File: config.mk
export PLATFORM = sky130hd
export DESIGN_NAME = serial_fan_heater_command_parser_top_flat
export DESIGN_NICKNAME = d
export VERILOG_FILES = /design/src/hw/rtl/sfhcp_pkg.sv /design/src/hw/rtl/sfhcp_if.sv /design/src/hw/rtl/sfhcp_front.sv /design/src/hw/rtl/sfhcp_queue.sv /design/src/hw/rtl/sfhcp_back.sv /design/src/hw/rtl/serial_fan_heater_command_parser_top.sv /design/src/flat_wrapper.sv
export SDC_FILE = /design/constraint.sdc
export NUM_CORES = 1
export LEC_CHECK = 0
export ABC_CLOCK_PERIOD_IN_PS = 6460
export BUFFER_PORTS_ARGS = -buffer_cell sky130_fd_sc_hd__clkbuf_2
export CORE_ASPECT_RATIO = 1.5
export CORE_MARGIN = 1
export CORE_UTILIZATION = 30
export CTS_BUF_LIST = sky130_fd_sc_hd__clkbuf_2
export DETAILED_ROUTE_END_ITERATION = 6
export GPL_TIMING_DRIVEN = 0
export PLACE_DENSITY = 0.56
export SYNTH_ARGS = -nofsm -noshare
export SYNTH_HDL_FRONTEND = slang
export SYNTH_SLANG_ARGS = --single-unit
File: constraint.sdc
create_clock -name clk -period 6.46 [get_ports clk]
set_clock_uncertainty 0.15 [all_clocks]
set_input_delay 1.292 -clock clk [delete_from_list [all_inputs] [get_ports clk]]
set_output_delay 1.292 -clock clk [all_outputs]
set_load 0.01 [all_outputs]
File: src/hw/rtl/sfhcp_pkg.sv
package sfhcp_pkg;

  localparam int DUTY_W   = 14;
  localparam int SAMPLE_W = 10;
  localparam int Q_DEPTH  = 2;

  localparam logic [7:0] CH_HASH = 8'h23;
  localparam logic [7:0] CH_S    = 8'h53;
  localparam logic [7:0] CH_G    = 8'h47;
  localparam logic [7:0] CH_F    = 8'h46;
  localparam logic [7:0] CH_P    = 8'h50;
  localparam logic [7:0] CH_T    = 8'h54;
  localparam logic [7:0] CH_O    = 8'h4F;
  localparam logic [7:0] CH_K    = 8'h4B;
  localparam logic [7:0] CH_N    = 8'h4E;
  localparam logic [7:0] CH_ZERO = 8'h30;
  localparam logic [7:0] CH_NINE = 8'h39;

  localparam logic [DUTY_W-1:0] DUTY_RESET = 14'h03FF;
  localparam logic [DUTY_W-1:0] DEC_LIMIT  = 14'd10000;

  typedef logic [2:0] rsp_kind_t;
  localparam rsp_kind_t RSP_NO = 3'd0;
  localparam rsp_kind_t RSP_OK = 3'd1;
  localparam rsp_kind_t RSP_GF = 3'd2;
  localparam rsp_kind_t RSP_GP = 3'd3;
  localparam rsp_kind_t RSP_GT = 3'd4;

  typedef struct packed {
    rsp_kind_t         kind;
    logic [7:0]        unit_char;
    logic [DUTY_W-1:0] value;
    logic [2:0]        fan;
    logic [DUTY_W-1:0] duty_one;
    logic [DUTY_W-1:0] duty_two;
  } rsp_t;

  function automatic logic [DUTY_W-1:0] dec_place(input logic [1:0] p);
    logic [DUTY_W-1:0] r;
    case (p)
      2'd0:    r = 14'd1;
      2'd1:    r = 14'd10;
      2'd2:    r = 14'd100;
      default: r = 14'd1000;
    endcase
    return r;
  endfunction

endpackage

File: src/hw/rtl/sfhcp_if.sv
interface sfhcp_in_if;
  logic       valid;
  logic       ready;
  logic       req_type;
  logic [7:0] rx_byte;
  logic       rx_error;
  logic [9:0] sample_value;

  modport source (output valid, req_type, rx_byte, rx_error, sample_value, input ready);
  modport sink   (input valid, req_type, rx_byte, rx_error, sample_value, output ready);
endinterface

interface sfhcp_out_if;
  logic        valid;
  logic        ready;
  logic [7:0]  tx_char;
  logic        last_char;
  logic [2:0]  fan_drive;
  logic [13:0] heater_one_duty;
  logic [13:0] heater_two_duty;

  modport source (output valid, tx_char, last_char, fan_drive, heater_one_duty,
                  heater_two_duty, input ready);
  modport sink   (input valid, tx_char, last_char, fan_drive, heater_one_duty,
                  heater_two_duty, output ready);
endinterface

File: src/hw/rtl/sfhcp_front.sv
module sfhcp_front #(
  parameter int SAMPLE_CHANNELS = 2,
  parameter int DUTY_DIGITS     = 4
) (
  input  logic              clk,
  input  logic              rst_n,
  sfhcp_in_if.sink          in_if,
  input  logic              q_full,
  output logic              push,
  output sfhcp_pkg::rsp_t   push_rsp
);
  import sfhcp_pkg::*;

  localparam int CH_W = (SAMPLE_CHANNELS > 1) ? $clog2(SAMPLE_CHANNELS) : 1;

  localparam logic [3:0] PH_IDLE     = 4'd0;
  localparam logic [3:0] PH_CMD      = 4'd1;
  localparam logic [3:0] PH_SET_KIND = 4'd2;
  localparam logic [3:0] PH_GET_KIND = 4'd3;
  localparam logic [3:0] PH_SF_UNIT  = 4'd4;
  localparam logic [3:0] PH_SF_STATE = 4'd5;
  localparam logic [3:0] PH_SP_UNIT  = 4'd6;
  localparam logic [3:0] PH_SP_DUTY  = 4'd7;
  localparam logic [3:0] PH_GF_UNIT  = 4'd8;
  localparam logic [3:0] PH_GP_UNIT  = 4'd9;
  localparam logic [3:0] PH_GT_UNIT  = 4'd10;

  logic [3:0]          phase_r, phase_nxt;
  logic [DUTY_W-1:0]   acc_r, acc_nxt;
  logic [3:0]          unit_r, unit_nxt;
  logic [2:0]          rem_r, rem_nxt;
  logic [2:0]          fan_r, fan_nxt;
  logic [DUTY_W-1:0]   duty_r [2];
  logic [DUTY_W-1:0]   duty_nxt [2];
  logic [SAMPLE_W-1:0] samp_r [SAMPLE_CHANNELS];
  logic [CH_W-1:0]     nch_r;

  logic              accept;
  logic [7:0]        b;
  logic              is_digit;
  logic [3:0]        d;
  logic [3:0]        d_m1;
  logic              gt_in_range;
  logic [DUTY_W-1:0] acc_step;
  logic [DUTY_W-1:0] duty_sel;
  logic [DUTY_W-1:0] samp_sel;
  rsp_kind_t         kind;
  logic [DUTY_W-1:0] value;

  assign in_if.ready = !q_full;
  assign accept      = in_if.valid && in_if.ready;
  assign b           = in_if.rx_byte;
  assign is_digit    = (b >= CH_ZERO) && (b <= CH_NINE);
  assign d           = b[3:0];
  assign d_m1        = d - 4'd1;
  assign gt_in_range = (d >= 4'd1) && ({1'b0, d} <= 5'(SAMPLE_CHANNELS));
  assign acc_step    = 14'((acc_r << 3) + (acc_r << 1) + {10'd0, d});
  assign samp_sel    = gt_in_range ? 14'(samp_r[d_m1[CH_W-1:0]]) : '0;

  always_comb begin
    logic [DUTY_W-1:0] raw;
    raw = '0;
    if (d == 4'd1) raw = duty_r[0];
    else if (d == 4'd2) raw = duty_r[1];
    // four digits show the value modulo ten thousand
    duty_sel = (raw >= DEC_LIMIT) ? raw - DEC_LIMIT : raw;
  end

  always_comb begin
    phase_nxt   = phase_r;
    acc_nxt     = acc_r;
    unit_nxt    = unit_r;
    rem_nxt     = rem_r;
    fan_nxt     = fan_r;
    duty_nxt[0] = duty_r[0];
    duty_nxt[1] = duty_r[1];
    push        = 1'b0;
    kind        = RSP_NO;
    value       = '0;
    if (accept && !in_if.req_type && !in_if.rx_error) begin
      unique case (phase_r)
        PH_IDLE: begin
          if (b == CH_HASH) phase_nxt = PH_CMD;
          else push = 1'b1;
        end
        PH_CMD: begin
          if (b == CH_S) phase_nxt = PH_SET_KIND;
          else if (b == CH_G) phase_nxt = PH_GET_KIND;
          else begin
            push      = 1'b1;
            phase_nxt = PH_IDLE;
          end
        end
        PH_SET_KIND: begin
          if (b == CH_F) phase_nxt = PH_SF_UNIT;
          else if (b == CH_P) phase_nxt = PH_SP_UNIT;
          else begin
            push      = 1'b1;
            phase_nxt = PH_IDLE;
          end
        end
        PH_GET_KIND: begin
          if (b == CH_F) phase_nxt = PH_GF_UNIT;
          else if (b == CH_P) phase_nxt = PH_GP_UNIT;
          else if (b == CH_T) phase_nxt = PH_GT_UNIT;
          else begin
            push      = 1'b1;
            phase_nxt = PH_IDLE;
          end
        end
        PH_SF_UNIT, PH_SF_STATE, PH_SP_UNIT, PH_SP_DUTY,
        PH_GF_UNIT, PH_GP_UNIT, PH_GT_UNIT: begin
          // a bad digit answers NO and keeps waiting for the same digit
          if (!is_digit) push = 1'b1;
          else begin
            unique case (phase_r)
              PH_SF_UNIT: begin
                unit_nxt  = d;
                phase_nxt = PH_SF_STATE;
              end
              PH_SF_STATE: begin
                if (unit_r >= 4'd1 && unit_r <= 4'd3) begin
                  fan_nxt[2'(unit_r - 4'd1)] = (d != 4'd0);
                end
                push      = 1'b1;
                kind      = RSP_OK;
                phase_nxt = PH_IDLE;
              end
              PH_SP_UNIT: begin
                unit_nxt  = d;
                acc_nxt   = '0;
                rem_nxt   = 3'(DUTY_DIGITS);
                phase_nxt = PH_SP_DUTY;
              end
              PH_SP_DUTY: begin
                acc_nxt = acc_step;
                if (rem_r != 3'd0) rem_nxt = rem_r - 3'd1;
                if (rem_r <= 3'd1) begin
                  if (unit_r == 4'd1) duty_nxt[0] = acc_step;
                  else if (unit_r == 4'd2) duty_nxt[1] = acc_step;
                  acc_nxt   = '0;
                  push      = 1'b1;
                  kind      = RSP_OK;
                  phase_nxt = PH_IDLE;
                end
              end
              PH_GF_UNIT: begin
                push = 1'b1;
                kind = RSP_GF;
                if (d >= 4'd1 && d <= 4'd3) value = {13'd0, fan_r[2'(d_m1)]};
                phase_nxt = PH_IDLE;
              end
              PH_GP_UNIT: begin
                push      = 1'b1;
                kind      = RSP_GP;
                value     = duty_sel;
                phase_nxt = PH_IDLE;
              end
              default: begin
                push      = 1'b1;
                kind      = RSP_GT;
                value     = samp_sel;
                phase_nxt = PH_IDLE;
              end
            endcase
          end
        end
        default: phase_nxt = PH_IDLE;
      endcase
    end
  end

  always_comb begin
    push_rsp.kind      = kind;
    push_rsp.unit_char = b;
    push_rsp.value     = value;
    push_rsp.fan       = fan_nxt;
    push_rsp.duty_one  = duty_nxt[0];
    push_rsp.duty_two  = duty_nxt[1];
  end

  always_ff @(posedge clk) begin
    if (!rst_n) begin
      phase_r   <= PH_IDLE;
      acc_r     <= '0;
      unit_r    <= '0;
      rem_r     <= '0;
      fan_r     <= '0;
      duty_r[0] <= DUTY_RESET;
      duty_r[1] <= DUTY_RESET;
      nch_r     <= '0;
      for (int i = 0; i < SAMPLE_CHANNELS; i++) samp_r[i] <= '0;
    end else begin
      phase_r   <= phase_nxt;
      acc_r     <= acc_nxt;
      unit_r    <= unit_nxt;
      rem_r     <= rem_nxt;
      fan_r     <= fan_nxt;
      duty_r[0] <= duty_nxt[0];
      duty_r[1] <= duty_nxt[1];
      if (accept && in_if.req_type) begin
        samp_r[nch_r] <= in_if.sample_value;
        if (nch_r == CH_W'(SAMPLE_CHANNELS - 1)) nch_r <= '0;
        else nch_r <= nch_r + 1'b1;
      end
    end
  end

endmodule

File: src/hw/rtl/sfhcp_queue.sv
module sfhcp_queue (
  input  logic            clk,
  input  logic            rst_n,
  input  logic            push,
  input  sfhcp_pkg::rsp_t push_rsp,
  input  logic            pop,
  output sfhcp_pkg::rsp_t pop_rsp,
  output logic            full,
  output logic            empty
);
  import sfhcp_pkg::*;

  rsp_t       mem_r [Q_DEPTH];
  logic       wr_ptr_r;
  logic       rd_ptr_r;
  logic [1:0] cnt_r;

  assign full    = (cnt_r == 2'(Q_DEPTH));
  assign empty   = (cnt_r == 2'd0);
  assign pop_rsp = mem_r[rd_ptr_r];

  always_ff @(posedge clk) begin
    if (push && !full) mem_r[wr_ptr_r] <= push_rsp;
  end

  always_ff @(posedge clk) begin
    if (!rst_n) begin
      wr_ptr_r <= 1'b0;
      rd_ptr_r <= 1'b0;
      cnt_r    <= '0;
    end else begin
      if (push && !full) wr_ptr_r <= !wr_ptr_r;
      if (pop && !empty) rd_ptr_r <= !rd_ptr_r;
      cnt_r <= cnt_r + 2'(push && !full) - 2'(pop && !empty);
    end
  end

endmodule

File: src/hw/rtl/sfhcp_back.sv
module sfhcp_back (
  input  logic            clk,
  input  logic            rst_n,
  input  logic            q_empty,
  input  sfhcp_pkg::rsp_t q_rsp,
  output logic            pop,
  sfhcp_out_if.source     out_if
);
  import sfhcp_pkg::*;

  logic              busy_r;
  rsp_t              job_r;
  logic [2:0]        step_r;
  logic [DUTY_W-1:0] rem_r, rem_nxt;

  logic              out_valid_r;
  logic [7:0]        char_r;
  logic              last_r;
  logic [2:0]        fan_r;
  logic [DUTY_W-1:0] d1_r, d2_r;

  logic              load;
  logic [7:0]        char_nxt;
  logic [2:0]        len;
  logic              is_last;
  logic [DUTY_W-1:0] place;
  logic [3:0]        dig;

  assign pop     = !busy_r && !q_empty;
  assign load    = busy_r && (!out_valid_r || out_if.ready);
  assign place   = dec_place(2'(3'd5 - step_r));
  assign is_last = (step_r == len - 3'd1);

  // decimal digit of the remaining value at the current place
  always_comb begin
    dig = '0;
    for (int k = 1; k < 10; k++) begin
      if (rem_r >= 14'(k) * place) dig = 4'(k);
    end
  end

  always_comb begin
    rem_nxt  = rem_r;
    char_nxt = CH_N;
    len      = 3'd2;
    unique case (job_r.kind)
      RSP_OK: char_nxt = (step_r == 3'd0) ? CH_O : CH_K;
      RSP_GF: begin
        len = 3'd3;
        if (step_r == 3'd0) char_nxt = CH_F;
        else if (step_r == 3'd1) char_nxt = job_r.unit_char;
        else char_nxt = CH_ZERO + {7'd0, job_r.value[0]};
      end
      RSP_GP, RSP_GT: begin
        len = 3'd6;
        if (step_r == 3'd0) char_nxt = (job_r.kind == RSP_GP) ? CH_P : CH_T;
        else if (step_r == 3'd1) char_nxt = job_r.unit_char;
        else begin
          char_nxt = CH_ZERO + {4'd0, dig};
          rem_nxt  = rem_r - 14'(dig) * place;
        end
      end
      default: char_nxt = (step_r == 3'd0) ? CH_N : CH_O;
    endcase
  end

  always_ff @(posedge clk) begin
    if (pop) begin
      job_r <= q_rsp;
      rem_r <= q_rsp.value;
    end else if (load) begin
      rem_r <= rem_nxt;
    end
    if (load) begin
      char_r <= char_nxt;
      last_r <= is_last;
      fan_r  <= job_r.fan;
      d1_r   <= job_r.duty_one;
      d2_r   <= job_r.duty_two;
    end
  end

  always_ff @(posedge clk) begin
    if (!rst_n) begin
      busy_r      <= 1'b0;
      step_r      <= '0;
      out_valid_r <= 1'b0;
    end else begin
      if (pop) begin
        busy_r <= 1'b1;
        step_r <= '0;
      end else if (load) begin
        step_r <= step_r + 3'd1;
        if (is_last) busy_r <= 1'b0;
      end
      if (load) out_valid_r <= 1'b1;
      else if (out_if.ready) out_valid_r <= 1'b0;
    end
  end

  assign out_if.valid           = out_valid_r;
  assign out_if.tx_char         = char_r;
  assign out_if.last_char       = last_r;
  assign out_if.fan_drive       = fan_r;
  assign out_if.heater_one_duty = d1_r;
  assign out_if.heater_two_duty = d2_r;

endmodule

File: src/hw/rtl/serial_fan_heater_command_parser_top.sv
// Serial fan and heater command parser. Every input request (a received byte or
// a converter sample) is taken while input ready is high; the parser state, fan
// bits, heater duties and sample slots update at the edge that takes it. A byte
// that calls for an answer leaves a response job in a two-entry queue; the output
// side registers a job when it picks it up and then sends one character per cycle
// while the output is ready (2 for OK/NO, 3 for a fan query, 6 for a duty or
// sample query, digits worked out one per character). Input ready drops only
// while the response queue is full, so the sustained rate is set by the output
// register.
module serial_fan_heater_command_parser_top #(
  parameter int SAMPLE_CHANNELS = 2,
  parameter int DUTY_DIGITS     = 4
) (
  input  logic        clk,
  input  logic        rst_n,
  sfhcp_in_if.sink    in_if,
  sfhcp_out_if.source out_if
);
  import sfhcp_pkg::*;

  logic q_full;
  logic q_empty;
  logic q_push;
  logic q_pop;
  rsp_t q_push_rsp;
  rsp_t q_pop_rsp;

  sfhcp_front #(
    .SAMPLE_CHANNELS (SAMPLE_CHANNELS),
    .DUTY_DIGITS     (DUTY_DIGITS)
  ) u_front (
    .clk      (clk),
    .rst_n    (rst_n),
    .in_if    (in_if),
    .q_full   (q_full),
    .push     (q_push),
    .push_rsp (q_push_rsp)
  );

  sfhcp_queue u_queue (
    .clk      (clk),
    .rst_n    (rst_n),
    .push     (q_push),
    .push_rsp (q_push_rsp),
    .pop      (q_pop),
    .pop_rsp  (q_pop_rsp),
    .full     (q_full),
    .empty    (q_empty)
  );

  sfhcp_back u_back (
    .clk     (clk),
    .rst_n   (rst_n),
    .q_empty (q_empty),
    .q_rsp   (q_pop_rsp),
    .pop     (q_pop),
    .out_if  (out_if)
  );

`ifndef ASSERT_OFF
  a_no_push_when_full: assert property (@(posedge clk) disable iff (!rst_n)
    q_push |-> !q_full)
    else $error("response pushed into full queue");

  a_no_pop_when_empty: assert property (@(posedge clk) disable iff (!rst_n)
    q_pop |-> !q_empty)
    else $error("response popped from empty queue");

  a_push_means_ready: assert property (@(posedge clk) disable iff (!rst_n)
    q_push |-> (in_if.valid && in_if.ready))
    else $error("response pushed without an accepted request");

  a_duty_range: assert property (@(posedge clk) disable iff (!rst_n)
    out_if.valid |-> (out_if.heater_one_duty <= 14'd9999 &&
                      out_if.heater_two_duty <= 14'd9999))
    else $error("heater duty beyond four digits");
`endif

endmodule
File: src/flat_wrapper.sv
// flat-port wrapper written by rule: the top's interface ports become plain ports
module serial_fan_heater_command_parser_top_flat import sfhcp_pkg::*;
#(
  parameter int SAMPLE_CHANNELS = 2,
  parameter int DUTY_DIGITS     = 4
)
  (clk, rst_n, in_if_valid, in_if_req_type, in_if_rx_byte, in_if_rx_error, in_if_sample_value, in_if_ready, out_if_valid, out_if_tx_char, out_if_last_char, out_if_fan_drive, out_if_heater_one_duty, out_if_heater_two_duty, out_if_ready);
  sfhcp_in_if in_if_i ();
  sfhcp_out_if out_if_i ();
  input  logic clk;
  input  logic rst_n;
  input wire logic [$bits(in_if_i.valid)-1:0] in_if_valid;
  input wire logic [$bits(in_if_i.req_type)-1:0] in_if_req_type;
  input wire logic [$bits(in_if_i.rx_byte)-1:0] in_if_rx_byte;
  input wire logic [$bits(in_if_i.rx_error)-1:0] in_if_rx_error;
  input wire logic [$bits(in_if_i.sample_value)-1:0] in_if_sample_value;
  output wire logic [$bits(in_if_i.ready)-1:0] in_if_ready;
  output wire logic [$bits(out_if_i.valid)-1:0] out_if_valid;
  output wire logic [$bits(out_if_i.tx_char)-1:0] out_if_tx_char;
  output wire logic [$bits(out_if_i.last_char)-1:0] out_if_last_char;
  output wire logic [$bits(out_if_i.fan_drive)-1:0] out_if_fan_drive;
  output wire logic [$bits(out_if_i.heater_one_duty)-1:0] out_if_heater_one_duty;
  output wire logic [$bits(out_if_i.heater_two_duty)-1:0] out_if_heater_two_duty;
  input wire logic [$bits(out_if_i.ready)-1:0] out_if_ready;
  assign in_if_i.valid = in_if_valid;
  assign in_if_i.req_type = in_if_req_type;
  assign in_if_i.rx_byte = in_if_rx_byte;
  assign in_if_i.rx_error = in_if_rx_error;
  assign in_if_i.sample_value = in_if_sample_value;
  assign in_if_ready = in_if_i.ready;
  assign out_if_valid = out_if_i.valid;
  assign out_if_tx_char = out_if_i.tx_char;
  assign out_if_last_char = out_if_i.last_char;
  assign out_if_fan_drive = out_if_i.fan_drive;
  assign out_if_heater_one_duty = out_if_i.heater_one_duty;
  assign out_if_heater_two_duty = out_if_i.heater_two_duty;
  assign out_if_i.ready = out_if_ready;
  serial_fan_heater_command_parser_top #(.SAMPLE_CHANNELS(SAMPLE_CHANNELS), .DUTY_DIGITS(DUTY_DIGITS)) u_core (.clk(clk), .rst_n(rst_n), .in_if(in_if_i), .out_if(out_if_i));
endmodule
==> metrics.csv <==
stage,metric,value,unit
clock_network,Root Driver,clkbuf_2,
worst_setup_path,Setup crit start,u_core.u_back.step_r[1],
floorplanning,Die ar.,54000,um2
route,Routed Antenna Nets,0,
route,number of vias per cell,4.922,
layout,Layout area overhead,16.89,%
timing,# setup viols final,0,
synthesis,Syn Std Cell Area,15920,um2
clock_network,worst skew pair latency,950,ps
run,Max-Cap Viols,0,
timing,RSZ-0062 raised after global routing,yes,
floorplanning,Core ar.,52580,um2
clock_network,clock-pin transition on the worst setup and hold timing paths,140,ps
synthesis,syn_nets,1514,
grt,initial antenna violation count,1,
synthesis,top post-synthesis cells by count,"edfxtp_1, ha_1, inv_1",
grt,first-pass GRT wire length,61.74,mm
place,gpl congestion,0.8677,
grt,largest net degree at the start of global routing,37,
clock_network,Inserted Clock Buffers,66,
synthesis,Mean Syn Cell Area,11.84,um2
timing,final worst slack,19.28,ps
grt,GRT overflow,0,
layout,Non-Filler Instances,2251,
worst_setup_path,cells on worst reg2reg path,26,
synthesis,"EDFF count, synth",229,
layout,fin area,18600,um2
layout,share of cells above drive strength 1,26.59,%
place,post-detail-place hpwl,29.46,mm
timing,min Tclk post-route,6441,ps
route,DR iter-0 viols,497,
route,Vias,11080,
synthesis,ys async rst share,0,%
synthesis,share of the synthesized area in the top cell type,43.20,%
synthesis,unique cell type count in the Yosys netlist,90,
worst_setup_path,"Req. time, crit path",6980,ps
route,DR WL/cell,17.54,um
layout,NumNets Final,1691,
power_and_ir_drop,Max IR drop VDD,0.2872,mV
route,DRC viols,0,
floorplanning,Initial Utilization,30.27,%
grt,GRT Resource Usage Total,14.81,%
synthesis,"Primary FF master, synth",edfxtp_1,
synthesis,Synth Register Bits,295,
timing,Peak Freq,155.3,MHz
synthesis,Synth area leader,edfxtp_1,
worst_setup_path,Worst EP arrival,6960,ps
floorplanning,FP Rows,103,
synthesis,register area share after synthesis,51.51,%
worst_setup_path,critical path peak fanout,10,
synthesis,Mapped Cells,1344,
worst_setup_path,FF-to-FF setup slack,20,ps
worst_setup_path,RR Endpoint,u_core.u_back.rem_r[12],
floorplanning,io pins,66,
power_and_ir_drop,pwr dens,424.3,nW/um2
timing,Final Hold Vio Count,0,
worst_setup_path,worst setup path class,reg -> reg,
route,Total Wirelength,39.48,mm
clock_network,clk sinks,295,
power_and_ir_drop,Leakage Power,6.923,nW
route,First-pass DRT Iterations,7,
clock_network,CTS H-tree lvls,3,
synthesis,most common cell in the netlist,edfxtp_1,
timing,fin. max-slew vios,0,
clock_network,CTS tree,done,
grt,vias in the first global route,11560,
run_status,outcome,"finished, final reports clean",
worst_setup_path,CP endpoint kind,flip-flop,
synthesis,"top cells by area, synth","edfxtp_1, ha_1, dfxtp_1",
timing,Rel. slew slack,40.72,%
place,Place WS,-1241,ps
timing,setup_tns,0,ps
floorplanning,Die H,284.1,um
synthesis,synth warn,0,
worst_setup_path,RR Startpoint,u_core.u_back.step_r[1],
place,PortBufs,65,
floorplanning,Die W,190.1,um
worst_setup_path,startpoint types,flip-flop,
timing,Worst-Margin Slew,879.9,ps
place,cell count after placement,2097,
worst_setup_path,crit path to,u_core.u_back.rem_r[12],
min_path,class of the worst hold path,reg -> reg,
place,placed cell area,17210,um2
clock_network,hold_buf cts,0,
timing,final worst path period share,99.70,%
clock_network,Clock Path Buffers,3,
-- repair_timing --
| action | CTS | global route |
|---|---|---|
| pin swaps | 33 | 32 |
| gates resized for setup | 75 | 31 |
| setup endpoints to repair | 11 | 7 |
| buffers inserted | 28 | 14 |
-- logic make-up after synthesis --
group	count (synthesis)	share of synthesized area [%]
buf+inv	143	3.530
fa+ha+maj	147	12.77
simple gates	370	12.41
xor+xnor	42	2.311
flops	295	51.51
mux	98	6.776
compound gates	249	10.70
-- layout make-up --
class	count	area (um2)
inverters	97	374.1
clock inverters	19	117.6
repair buffers	113	748.2
plain buffers	42	195.2
fillers	5250	33980
multi-input cells	906	7627
clock buffers	96	480.5
flip-flops and latches	295	8205
diodes	1	2.502
well taps	682	853.3
-- worst min-delay path by stage --
stage	startpoint	to	slack (ps)	cells past startpoint
finish	u_core.u_back.job_r[20]	u_core.u_back.out_if.heater_one_duty[6]	260	0
global route	u_core.u_back.job_r[20]	u_core.u_back.out_if.heater_one_duty[6]	260	0
floorplan	u_core.u_back.job_r[28]	u_core.u_back.out_if.fan_drive[0]	250	0
global placement	u_core.u_back.job_r[29]	u_core.u_back.out_if.fan_drive[1]	250	0
CTS	u_core.u_back.job_r[20]	u_core.u_back.out_if.heater_one_duty[6]	260	0
detailed placement	u_core.u_back.job_r[30]	u_core.u_back.out_if.fan_drive[2]	250	0
-- metal layers --
layer	share of wire, %	track usage (%)	routed length (um)
met1	36	14.32	14400
met2	55	28.34	21790
met3	2.5	2.185	978
met4	5.9	10.00	2314
met5	0	0	0
-- per-stage QoR --
stage,utilization [%],hold WS (ps),power (mW)
detailed placement,32.72,254.5,5.894
CTS,34.88,258.9,7.625
global route,35.38,259.5,8.498
floorplan,-,250.3,5.011
finish,35.38,256.3,7.895
global placement,32.51,253.6,5.835
-- sequential cells by signal, indices dropped and copies added (netlist names), 4 cells and up, named ones only --
| name | flops |
|---|---|
| u_core.u_front.acc_r | 13 |
| u_core.u_front.unit_r | 4 |
| u_core.u_back.job_r | 43 |
| u_core.u_front.phase_r | 4 |
| u_core.u_back.out_if.heater_two_duty | 14 |
| u_core.u_front.samp_r | 20 |
| u_core.u_back.out_if.tx_char | 8 |
| u_core.u_back.rem_r | 14 |
| u_core.u_front.duty_r | 28 |
| u_core.u_back.out_if.heater_one_duty | 14 |
| u_core.u_queue.mem_r | 112 |
-- worst max-delay path: stages, from the launching register on --
cell	delay, ps
dfxtp_4	410
buf_4	120
ha_4	160
clkbuf_8	200
clkinvlp_4	230
ha_4	340
and4bb_2	280
o211ai_1	100
or3_1	310
a31o_2	260
nand4b_1	130
o211ai_1	160
a21oi_4	270
buf_6	130
and2_4	130
fa_1	450
ha_4	240
fa_1	530
inv_1	70
ha_4	260
a21oi_4	150
nand2b_4	160
a211oi_2	80
a41o_1	250
o41a_1	330
xnor2_1	140
mux2i_1	80
-- where the power goes --
part,switching [mW],internal [mW]
Sequential,0.216,2.46
Clock,0.718,0.442
Combinational,2.24,1.82
Total,3.17,4.72
-- layout by cell type (no fill, tap or decap), types with 12 or more instances in the layout --
cell and instances:
ha_4 15, xnor2_1 30, mux2_2 66, mux2i_1 29
or2_2 20, and2_1 45, inv_1 89, o21ai_0 45
xor2_1 12, nor3_1 22, nor2_1 86, clkbuf_2 163
dfxtp_1 64, ha_1 100, nand2_1 59, fa_1 24
nand2b_1 18, o22ai_1 12, nand3_1 27, buf_4 42
edfxtp_1 229, a21oi_1 49, a22oi_1 27, clkbuf_1 27
No activity file was read; power rests on OpenSTA's default activity.
